`src/trap_vector_select_top_macros.svh`:
```
// Assertion macros for the trap vector select block
`ifndef TRAP_VECTOR_SELECT_TOP_MACROS_SVH
`define TRAP_VECTOR_SELECT_TOP_MACROS_SVH

// Same-cycle or fixed-delay implication, checked outside reset
`define TVS_ASSERT_IMP(lbl, ante, cons, msg) \
    lbl: assert property (@(posedge clk) disable iff (!rst_n) (ante) |-> cons) else $error(msg);

// Next-cycle implication, checked outside reset
`define TVS_ASSERT_NEXT(lbl, ante, cons, msg) \
    lbl: assert property (@(posedge clk) disable iff (!rst_n) (ante) |=> (cons)) else $error(msg);

`endif

```
`src/tvs_pkg.sv`:
```
// Types, constants and codes shared by the trap vector select pipeline
package tvs_pkg;

    localparam int VADDR_BITS = 40;

    // Result kinds
    localparam logic [1:0] KIND_DIRECT = 2'd0;
    localparam logic [1:0] KIND_VECTOR = 2'd1;
    localparam logic [1:0] KIND_DEBUG  = 2'd2;
    localparam logic [1:0] KIND_RETURN = 2'd3;

    // System instruction codes
    localparam logic [11:0] SYS_ECALL  = 12'h000;
    localparam logic [11:0] SYS_EBREAK = 12'h001;
    localparam logic [11:0] SYS_SRET   = 12'h102;
    localparam logic [11:0] SYS_MRET   = 12'h302;
    localparam logic [11:0] SYS_DRET   = 12'h7b2;
    localparam logic [11:0] SYS_XRET   = 12'h702;

    // Privilege levels
    localparam logic [1:0] PRIV_USER    = 2'd0;
    localparam logic [1:0] PRIV_SUPER   = 2'd1;
    localparam logic [1:0] PRIV_MACHINE = 2'd3;

    // Cause codes: debug entry, breakpoint and environment call base
    localparam logic [7:0] CAUSE_DEBUG = 8'd14;
    localparam logic [7:0] CAUSE_BREAK = 8'd3;
    localparam logic [7:0] CAUSE_CALL_BASE = 8'd8;

    // Debug entry addresses
    localparam logic [63:0] DEBUG_ENTRY      = 64'h800;
    localparam logic [63:0] DEBUG_ENTRY_EXCP = 64'h808;

    // Debug control ebreak enable bits
    localparam int DCSR_EBREAK_M = 15;
    localparam int DCSR_EBREAK_S = 13;
    localparam int DCSR_EBREAK_U = 12;

    // Mode bits cleared from a trap vector
    localparam logic [63:0] MODE_MASK_VEC = 64'h0000_0000_0000_00fe;
    localparam logic [63:0] MODE_MASK_DIR = 64'h0000_0000_0000_0002;

    // Upper bits set when a supervisor vector is sign-extended
    localparam logic [63:0] SEXT_MASK = {64{1'b1}} << (VADDR_BITS - 1);

    // Configuration register indexes
    localparam logic [2:0] CFG_MTVEC   = 3'd0;
    localparam logic [2:0] CFG_STVEC   = 3'd1;
    localparam logic [2:0] CFG_MEDELEG = 3'd2;
    localparam logic [2:0] CFG_MIDELEG = 3'd3;
    localparam logic [2:0] CFG_DCSR    = 3'd4;
    localparam logic [2:0] CFG_RVC     = 3'd5;

    typedef struct packed {
        logic [63:0] held_cause;
        logic        sys_valid;
        logic [11:0] sys_code;
        logic [1:0]  priv_level;
        logic        in_debug;
        logic        stepped;
        logic [63:0] super_return_pc;
        logic [63:0] machine_return_pc;
        logic [63:0] debug_return_pc;
    } tvs_req_t;

    typedef struct packed {
        logic [63:0] redirect_target;
        logic [1:0]  target_kind;
    } tvs_rsp_t;

    typedef struct packed {
        logic [63:0] machine_trap_base;
        logic [63:0] super_trap_base;
        logic [63:0] exception_delegation;
        logic [63:0] interrupt_delegation;
        logic [31:0] debug_control;
        logic        compressed_enabled;
    } tvs_cfg_t;

    // Decode stage to vector stage
    typedef struct packed {
        logic        ret;
        logic        debug;
        logic        debug_excp;
        logic        intr;
        logic        may_delegate;
        logic [7:0]  lsbs;
        logic [63:0] ret_target;
    } tvs_s1_t;

    // Vector stage to resolve stage
    typedef struct packed {
        logic        ret;
        logic        debug;
        logic        debug_excp;
        logic        vec_ok;
        logic [5:0]  vec_code;
        logic [63:0] addr;
    } tvs_s2_t;

endpackage

```
`src/trap_vector_select_top.sv`:
```
// Top level of the trap vector select block: config registers and three-stage pipeline
//
// Usage:
//   Request channel: drive request and raise start; a transfer happens at each
//   rising edge with start high and busy low. busy is always low, so a new
//   request may be issued in every cycle.
//   Result channel: done is high for exactly one cycle with result holding the
//   redirect target and its kind. The receiver cannot stall; it must take the
//   result in that cycle.
//   Config channel: cfg_valid with cfg_index and cfg_data; a write transfer
//   happens when cfg_valid and cfg_ready are high. cfg_ready is always high.
//   Indexes beyond the register list are ignored. Write only while idle.
//   Path: a request taken at an edge passes the decode, vector lookup and
//   resolve registers in turn, then raises done. Throughput: one per cycle,
//   set by the three register stages that each item passes once.
//   Reset: all config registers clear except compressed_enabled, which sets;
//   the pipeline valid bits clear, so no result is produced until a request.
`include "trap_vector_select_top_macros.svh"

module trap_vector_select_top
    import tvs_pkg::*;
(
    input  logic        clk,
    input  logic        rst_n,
    input  logic        start,
    output logic        busy,
    input  tvs_req_t    request,
    output logic        done,
    output tvs_rsp_t    result,
    input  logic        cfg_valid,
    output logic        cfg_ready,
    input  logic [2:0]  cfg_index,
    input  logic [63:0] cfg_data
);

    tvs_cfg_t cfg_reg;
    logic     accept;
    logic     s1_valid;
    tvs_s1_t  s1_data;
    logic     s2_valid;
    tvs_s2_t  s2_data;

    assign busy      = 1'b0;
    assign cfg_ready = 1'b1;
    assign accept    = start && !busy;

    // Hold the configuration registers; update on a write transfer
    always_ff @(posedge clk or negedge rst_n)
    begin
        if (!rst_n)
        begin
            cfg_reg.machine_trap_base    <= '0;
            cfg_reg.super_trap_base      <= '0;
            cfg_reg.exception_delegation <= '0;
            cfg_reg.interrupt_delegation <= '0;
            cfg_reg.debug_control        <= '0;
            cfg_reg.compressed_enabled   <= 1'b1;
        end
        else if (cfg_valid && cfg_ready)
        begin
            unique case (cfg_index)
                CFG_MTVEC:   cfg_reg.machine_trap_base    <= cfg_data;
                CFG_STVEC:   cfg_reg.super_trap_base      <= cfg_data;
                CFG_MEDELEG: cfg_reg.exception_delegation <= cfg_data;
                CFG_MIDELEG: cfg_reg.interrupt_delegation <= cfg_data;
                CFG_DCSR:    cfg_reg.debug_control        <= cfg_data[31:0];
                CFG_RVC:     cfg_reg.compressed_enabled   <= cfg_data[0];
                default:     ;
            endcase
        end
    end

    tvs_decode u_decode (
        .clk       (clk),
        .rst_n     (rst_n),
        .in_valid  (accept),
        .req       (request),
        .cfg       (cfg_reg),
        .out_valid (s1_valid),
        .out_data  (s1_data)
    );

    tvs_vector u_vector (
        .clk       (clk),
        .rst_n     (rst_n),
        .in_valid  (s1_valid),
        .in_data   (s1_data),
        .cfg       (cfg_reg),
        .out_valid (s2_valid),
        .out_data  (s2_data)
    );

    tvs_resolve u_resolve (
        .clk       (clk),
        .rst_n     (rst_n),
        .in_valid  (s2_valid),
        .in_data   (s2_data),
        .out_valid (done),
        .out_data  (result)
    );

    // Every transfer in yields a result after the decode, vector and resolve registers
    `TVS_ASSERT_IMP(a_latency, accept, ##3 done, "accepted request produced no result")
    // Every item in the vector stage is followed by a result
    `TVS_ASSERT_NEXT(a_stage_done, s2_valid, done, "vector stage item lost")
    // Debug entry goes to one of the two entry addresses
    `TVS_ASSERT_IMP(a_debug_addr, done && (result.target_kind == KIND_DEBUG),
        (result.redirect_target == DEBUG_ENTRY) || (result.redirect_target == DEBUG_ENTRY_EXCP),
        "bad debug entry address")
    // Trap vectors are word aligned
    `TVS_ASSERT_IMP(a_trap_align,
        done && ((result.target_kind == KIND_DIRECT) || (result.target_kind == KIND_VECTOR)),
        (result.redirect_target[1:0] == 2'b00), "misaligned trap vector")

endmodule

```
`src/tvs_decode.sv`:
```
// First stage: decode the system instruction, cause, debug entry and return PC
module tvs_decode
    import tvs_pkg::*;
(
    input  logic     clk,
    input  logic     rst_n,
    input  logic     in_valid,
    input  tvs_req_t req,
    input  tvs_cfg_t cfg,
    output logic     out_valid,
    output tvs_s1_t  out_data
);

    logic    is_call;
    logic    is_break;
    logic    is_ret;
    logic [63:0] cause;
    logic    dbg_en;
    logic    sret;
    logic    dret;
    logic [63:0] epc;
    tvs_s1_t s1_next;
    tvs_s1_t s1_reg;
    logic    valid_reg;

    // Decode the instruction and the effective cause
    always_comb
    begin
        is_call  = req.sys_valid && (req.sys_code == SYS_ECALL);
        is_break = req.sys_valid && (req.sys_code == SYS_EBREAK);
        is_ret   = req.sys_valid && ((req.sys_code == SYS_SRET) || (req.sys_code == SYS_MRET) ||
                   (req.sys_code == SYS_DRET) || (req.sys_code == SYS_XRET));
        if (is_call)
            cause = {56'd0, CAUSE_CALL_BASE + {6'd0, req.priv_level}};
        else if (is_break)
            cause = {56'd0, CAUSE_BREAK};
        else
            cause = req.held_cause;

        // Pick the ebreak enable for the current level
        unique case (req.priv_level)
            PRIV_MACHINE: dbg_en = cfg.debug_control[DCSR_EBREAK_M];
            PRIV_SUPER:   dbg_en = cfg.debug_control[DCSR_EBREAK_S];
            default:      dbg_en = cfg.debug_control[DCSR_EBREAK_U];
        endcase

        // Select and align the return PC
        sret = !req.sys_code[9];
        dret = req.sys_code[10] && req.sys_code[7];
        if (sret)
            epc = req.super_return_pc;
        else if (dret)
            epc = req.debug_return_pc;
        else
            epc = req.machine_return_pc;

        s1_next.ret          = is_ret;
        s1_next.debug        = req.stepped || (cause[7:0] == CAUSE_DEBUG) || req.in_debug ||
                               (!cause[63] && is_break && dbg_en);
        s1_next.debug_excp   = req.in_debug && !is_break;
        s1_next.intr         = cause[63];
        s1_next.may_delegate = (req.priv_level == PRIV_USER) || (req.priv_level == PRIV_SUPER);
        s1_next.lsbs         = cause[7:0];
        s1_next.ret_target   = {epc[63:2], epc[1] & cfg.compressed_enabled, 1'b0};
    end

    // Advance the valid bit; payload needs no reset
    always_ff @(posedge clk or negedge rst_n)
    begin
        if (!rst_n)
            valid_reg <= 1'b0;
        else
            valid_reg <= in_valid;
    end

    always_ff @(posedge clk)
    begin
        if (in_valid)
            s1_reg <= s1_next;
    end

    assign out_valid = valid_reg;
    assign out_data  = s1_reg;

endmodule

```
`src/tvs_vector.sv`:
```
// Second stage: delegation lookup and trap vector base selection
module tvs_vector
    import tvs_pkg::*;
(
    input  logic     clk,
    input  logic     rst_n,
    input  logic     in_valid,
    input  tvs_s1_t  in_data,
    input  tvs_cfg_t cfg,
    output logic     out_valid,
    output tvs_s2_t  out_data
);

    logic [63:0] deleg;
    logic        delegate;
    logic [63:0] raw_base;
    logic [63:0] base;
    tvs_s2_t     s2_next;
    tvs_s2_t     s2_reg;
    logic        valid_reg;

    always_comb
    begin
        // Look up the delegation bit; causes whose low eight bits are 64 and up are never delegated
        deleg    = in_data.intr ? cfg.interrupt_delegation : cfg.exception_delegation;
        delegate = in_data.may_delegate && (in_data.lsbs[7:6] == 2'b00) &&
                   deleg[in_data.lsbs[5:0]];

        // Drop the mode bits, then sign-extend a supervisor vector
        raw_base = delegate ? cfg.super_trap_base : cfg.machine_trap_base;
        base     = raw_base & ~(raw_base[0] ? MODE_MASK_VEC : MODE_MASK_DIR);
        if (delegate && base[VADDR_BITS-1])
            base = base | SEXT_MASK;

        s2_next.ret        = in_data.ret;
        s2_next.debug      = in_data.debug;
        s2_next.debug_excp = in_data.debug_excp;
        s2_next.vec_ok     = base[0] && in_data.intr && (in_data.lsbs[7:6] == 2'b00);
        s2_next.vec_code   = in_data.lsbs[5:0];
        s2_next.addr       = in_data.ret ? in_data.ret_target : base;
    end

    always_ff @(posedge clk or negedge rst_n)
    begin
        if (!rst_n)
            valid_reg <= 1'b0;
        else
            valid_reg <= in_valid;
    end

    always_ff @(posedge clk)
    begin
        if (in_valid)
            s2_reg <= s2_next;
    end

    assign out_valid = valid_reg;
    assign out_data  = s2_reg;

endmodule

```
`src/tvs_resolve.sv`:
```
// Third stage: pick the final target and kind into the result register
module tvs_resolve
    import tvs_pkg::*;
(
    input  logic     clk,
    input  logic     rst_n,
    input  logic     in_valid,
    input  tvs_s2_t  in_data,
    output logic     out_valid,
    output tvs_rsp_t out_data
);

    tvs_rsp_t rsp_next;
    tvs_rsp_t rsp_reg;
    logic     valid_reg;

    // Return beats debug entry, debug entry beats a trap
    always_comb
    begin
        priority if (in_data.ret)
        begin
            rsp_next.redirect_target = in_data.addr;
            rsp_next.target_kind     = KIND_RETURN;
        end
        else if (in_data.debug)
        begin
            rsp_next.redirect_target = in_data.debug_excp ? DEBUG_ENTRY_EXCP : DEBUG_ENTRY;
            rsp_next.target_kind     = KIND_DEBUG;
        end
        else if (in_data.vec_ok)
        begin
            rsp_next.redirect_target = {in_data.addr[63:8], in_data.vec_code, 2'b00};
            rsp_next.target_kind     = KIND_VECTOR;
        end
        else
        begin
            rsp_next.redirect_target = {in_data.addr[63:2], 2'b00};
            rsp_next.target_kind     = KIND_DIRECT;
        end
    end

    always_ff @(posedge clk or negedge rst_n)
    begin
        if (!rst_n)
            valid_reg <= 1'b0;
        else
            valid_reg <= in_valid;
    end

    always_ff @(posedge clk)
    begin
        if (in_valid)
            rsp_reg <= rsp_next;
    end

    assign out_valid = valid_reg;
    assign out_data  = rsp_reg;

endmodule
```
`config.mk`:
```
export PLATFORM = sky130hd
export DESIGN_NAME = trap_vector_select_top
export DESIGN_NICKNAME = d
export VERILOG_FILES = /design/src/tvs_pkg.sv /design/src/trap_vector_select_top.sv /design/src/tvs_decode.sv /design/src/tvs_vector.sv /design/src/tvs_resolve.sv
export VERILOG_INCLUDE_DIRS = /design/src /design/src/src
export SDC_FILE = /design/constraint.sdc
export NUM_CORES = 1
export LEC_CHECK = 0
export BUFFER_PORTS_ARGS = -buffer_cell sky130_fd_sc_hd__buf_4
export CAP_MARGIN = 20
export CORE_MARGIN = 3
export CORE_UTILIZATION = 45
export DETAILED_ROUTE_END_ITERATION = 12
export PLACE_DENSITY = 0.73
export SYNTH_ARGS = -nofsm -noshare
export SYNTH_HDL_FRONTEND = slang
export SYNTH_SLANG_ARGS = --single-unit
```
`constraint.sdc`:
```
create_clock -name clk -period 4.4 [get_ports clk]
set_input_delay 0.88 -clock clk [delete_from_list [all_inputs] [get_ports clk]]
set_output_delay 0.88 -clock clk [all_outputs]
set_load 0.005 [all_outputs]
```
==> results.md <==
| Quantity | Value |
| --- | --- |
| Result of the run | complete, no violations |
| Category of the most critical setup path | reg -> reg |
| Vertical extent of the die | 222 um |
| Chip Width | 222 um |
| Slew Viols, Final | 0 |
| Area occupied by multi-input gates | 7560 um^2 |
| Arr. time, crit path | 3940 ps |
| Library cell with the largest summed area after synthesis | dfrtp_1 |
| Detail-routed net length per standard cell | 20.8 um |
| Count of cells resized by post-cts repair | 0 |
| Peak supply drop | 0.280 mV |
| Achievable frequency | 0.273 GHz |
| Proportion of layout cells with a drive suffix above 1 | 40.2% |
| Violation count after the first detailed-route iteration | 960 |
| Count of maximum capacitance violations | 0 |
| Detail Route Antenna Nets | 0 |
| Filler Cells Inserted | 3649 |
| Number of library cell types mapped by synthesis | 53 |
| Clock latency of the later-clocked register in the worst-skew pair | 580 ps |
| Worst r2r dst | u_vector.out_data[19]$_DFFE_PP_ |
| Maximum root-to-sink buffer count | 3 |
| Synth area leaders | dfrtp_1 (31%), edfxtp_1 (31%), mux2_2 (14%) |
| Placed cell count | 2380 |
| Max-slew headroom | 21.7% |
| Leading post-synthesis cells by instance count | dfrtp_1 (260), mux2_2 (260), edfxtp_1 (216) |
| Vias after detailed routing | 13700 |
| Half-perimeter wire length after placement | 33200 um |
| Initial cell density of the core | 46.0% |
| Largest net degree at the start of global routing | 143 |
| Share of synthesized flip-flops with an asynchronous set or reset | 54.7% |
| Maximum level of the CTS H-tree | 2 |
| Total power draw | 11.6 mW |
| Vias in the first global route | 14100 |
| Post-synthesis instance total | 1516 |
| Global-route wire length before repair | 80600 um |
| GR Util All Layers | 20.6% |
| Count of non-filler cells in the finished layout | 2475 |
| Number of buffers inserted by port buffering | 352 |
| Mean instance size in the synthesized netlist | 13.9 um^2 |
| IO Count | 413 |
| Number of core rows | 78 |
| Initial antenna violation count | 0 |
| Part of the Yosys area used for sequential elements | 61.9% |
| Post-synthesis net count | 1860 |
| Share of the cycle needed by the critical path after routing | 83.3% |
| Root Buffer Master | clkbuf_16 |
| Area of the mapped netlist | 21000 um^2 |
| Area occupied by registers | 13000 um^2 |
| Diode insertion count for antenna repair | 0 |
| Synthesis-stage register bit count | 477 |
| Worst clock skew | 21.4 ps |
| RD Place Congestion | 0.831 |
| Drc violations | 0 |
| Total of warnings raised by yosys | 0 |
| Final period demand of the worst path | 3670 ps |
| Transition time of the tightest slew-check pin | 1170 ps |
| Number of buffers inserted to repair setup after CTS | 0 |
| Worst-path fanout max | 47 |
| Aggregate routed wire length | 51600 um |
| CTS tree | yes |
| Critical Path Sink Type | flip-flop |
| DIE AREA | 49400 um^2 |
| Final nets | 2177 |
| Setup total negative slack | 0 ps |
| Crit Reg-Reg Startpoint | u_decode.out_data[64]$_DFFE_PP_ |
| Unrepaired setup endpoints after global routing | false |
| Congestion Overflow GR | 0 |
| Sinks on Clock Net | 477 |
| Setup slack on the worst flop-to-flop path | 730 ps |
| Number of iterations in the first detailed-routing pass | 7 |
| Count of final hold-check violations | 0 |
| Critical path required time | 4680 ps |
| Area fraction of the dominant cell type after synthesis | 30.9% |
| Worst Setup Start Kind | flip-flop |
| Ratio of total power to cell area | 450 nW/um^2 |
| Hold/Removal Path Class | in -> async |
| Static Leakage | 10.8 nW |
| Syn-to-layout area delta | 22.9% |
| Number of hold-repair buffers added at the cts stage | 0 |
| Number of flip-flops in the largest register | 258 |
| Clock slew at the register clock pins of the worst setup and hold paths | 60 ps |
| Inserted Clock Buffers | 51 |
| Drt via density | 5.53 |
| Final setup vio count | 0 |
| Placeable core area | 45800 um^2 |
| Count of flip-flops with a built-in enable after synthesis | 216 |
| Top flip-flop cell by instance count after synthesis | dfrtp_1 |
| R2R depth | 7 |
critical path, cell delays in order (launching register included):
cell and delay [ps]:
edfxtp_1 390, buf_12 330, mux4_2 610, mux4_2 530, a221o_2 690, buf_4 380, o21ai_0 270, a31oi_1 140
where the power goes:
part           total (mW)  switching (mW)  internal [mW]
logic                1.72           0.716           1.00
clock network        4.10            1.72           2.38
registers            5.82           0.363           5.45
worst max path at each step:
stage | endpoint | start
2_1_floorplan | u_vector.out_data[47]$_DFFE_PP_ | u_decode.out_data[64]$_DFFE_PP_
3_3_place_gp | u_vector.out_data[48]$_DFFE_PP_ | u_decode.out_data[64]$_DFFE_PP_
3_5_place_dp | u_vector.out_data[42]$_DFFE_PP_ | u_decode.out_data[64]$_DFFE_PP_
4_1_cts | u_vector.out_data[42]$_DFFE_PP_ | u_decode.out_data[64]$_DFFE_PP_
5_1_grt | u_vector.out_data[57]$_DFFE_PP_ | u_decode.out_data[64]$_DFFE_PP_
6_report | u_vector.out_data[19]$_DFFE_PP_ | u_decode.out_data[64]$_DFFE_PP_
kinds of logic after synthesis:
| logic type | share of synthesized area, % |
|---|---|
| and+or+nand+nor | 8.40 |
| other | 0.0357 |
| muxes | 20.7 |
| AOI/OAI and AO/OA | 6.32 |
| DFF | 61.9 |
| buffers and inverters | 2.65 |
cells in the final DEF (no fill, tap or decap), types with 37 or more instances in the layout:
cell / n
buf_4: 371
mux2_2: 260
dfrtp_1: 258
edfxtp_1: 216
nor2_1: 108
mux2i_1: 94
a21oi_1: 81
and2_1: 65
clkbuf_16: 54
nand3_1: 44
o21ai_0: 37
area by class of cell:
class / count / area share [%]
clock inverters: 22 / 0.629
repair buffers: 377 / 11.2
multi-input cells: 922 / 29.2
flip-flops and latches: 477 / 50.4
well taps: 600 / 2.90
clock buffers: 73 / 5.54
inverters: 4 / 0.0629
stage by stage:
step	worst slack, ps	utilization, %	area, um^2	hold slack [ps]
after floorplan	1570	-	21000	400
after global placement	834	52.9	24200	406
after detailed placement	788	53.0	24300	405
after CTS	786	56.5	25900	413
after global routing	603	56.5	25900	421
final	734	56.5	25900	416
per-layer routing:
metal,vias to the layer above,GRT usage (%),routed length [um]
li1,6287,-,-
met1,6864,28.3,22300
met5,-,0,0
met4,0,5.47,962
met3,63,3.71,3360
met2,465,34.2,24900
Power figures use the tool's default switching activity.
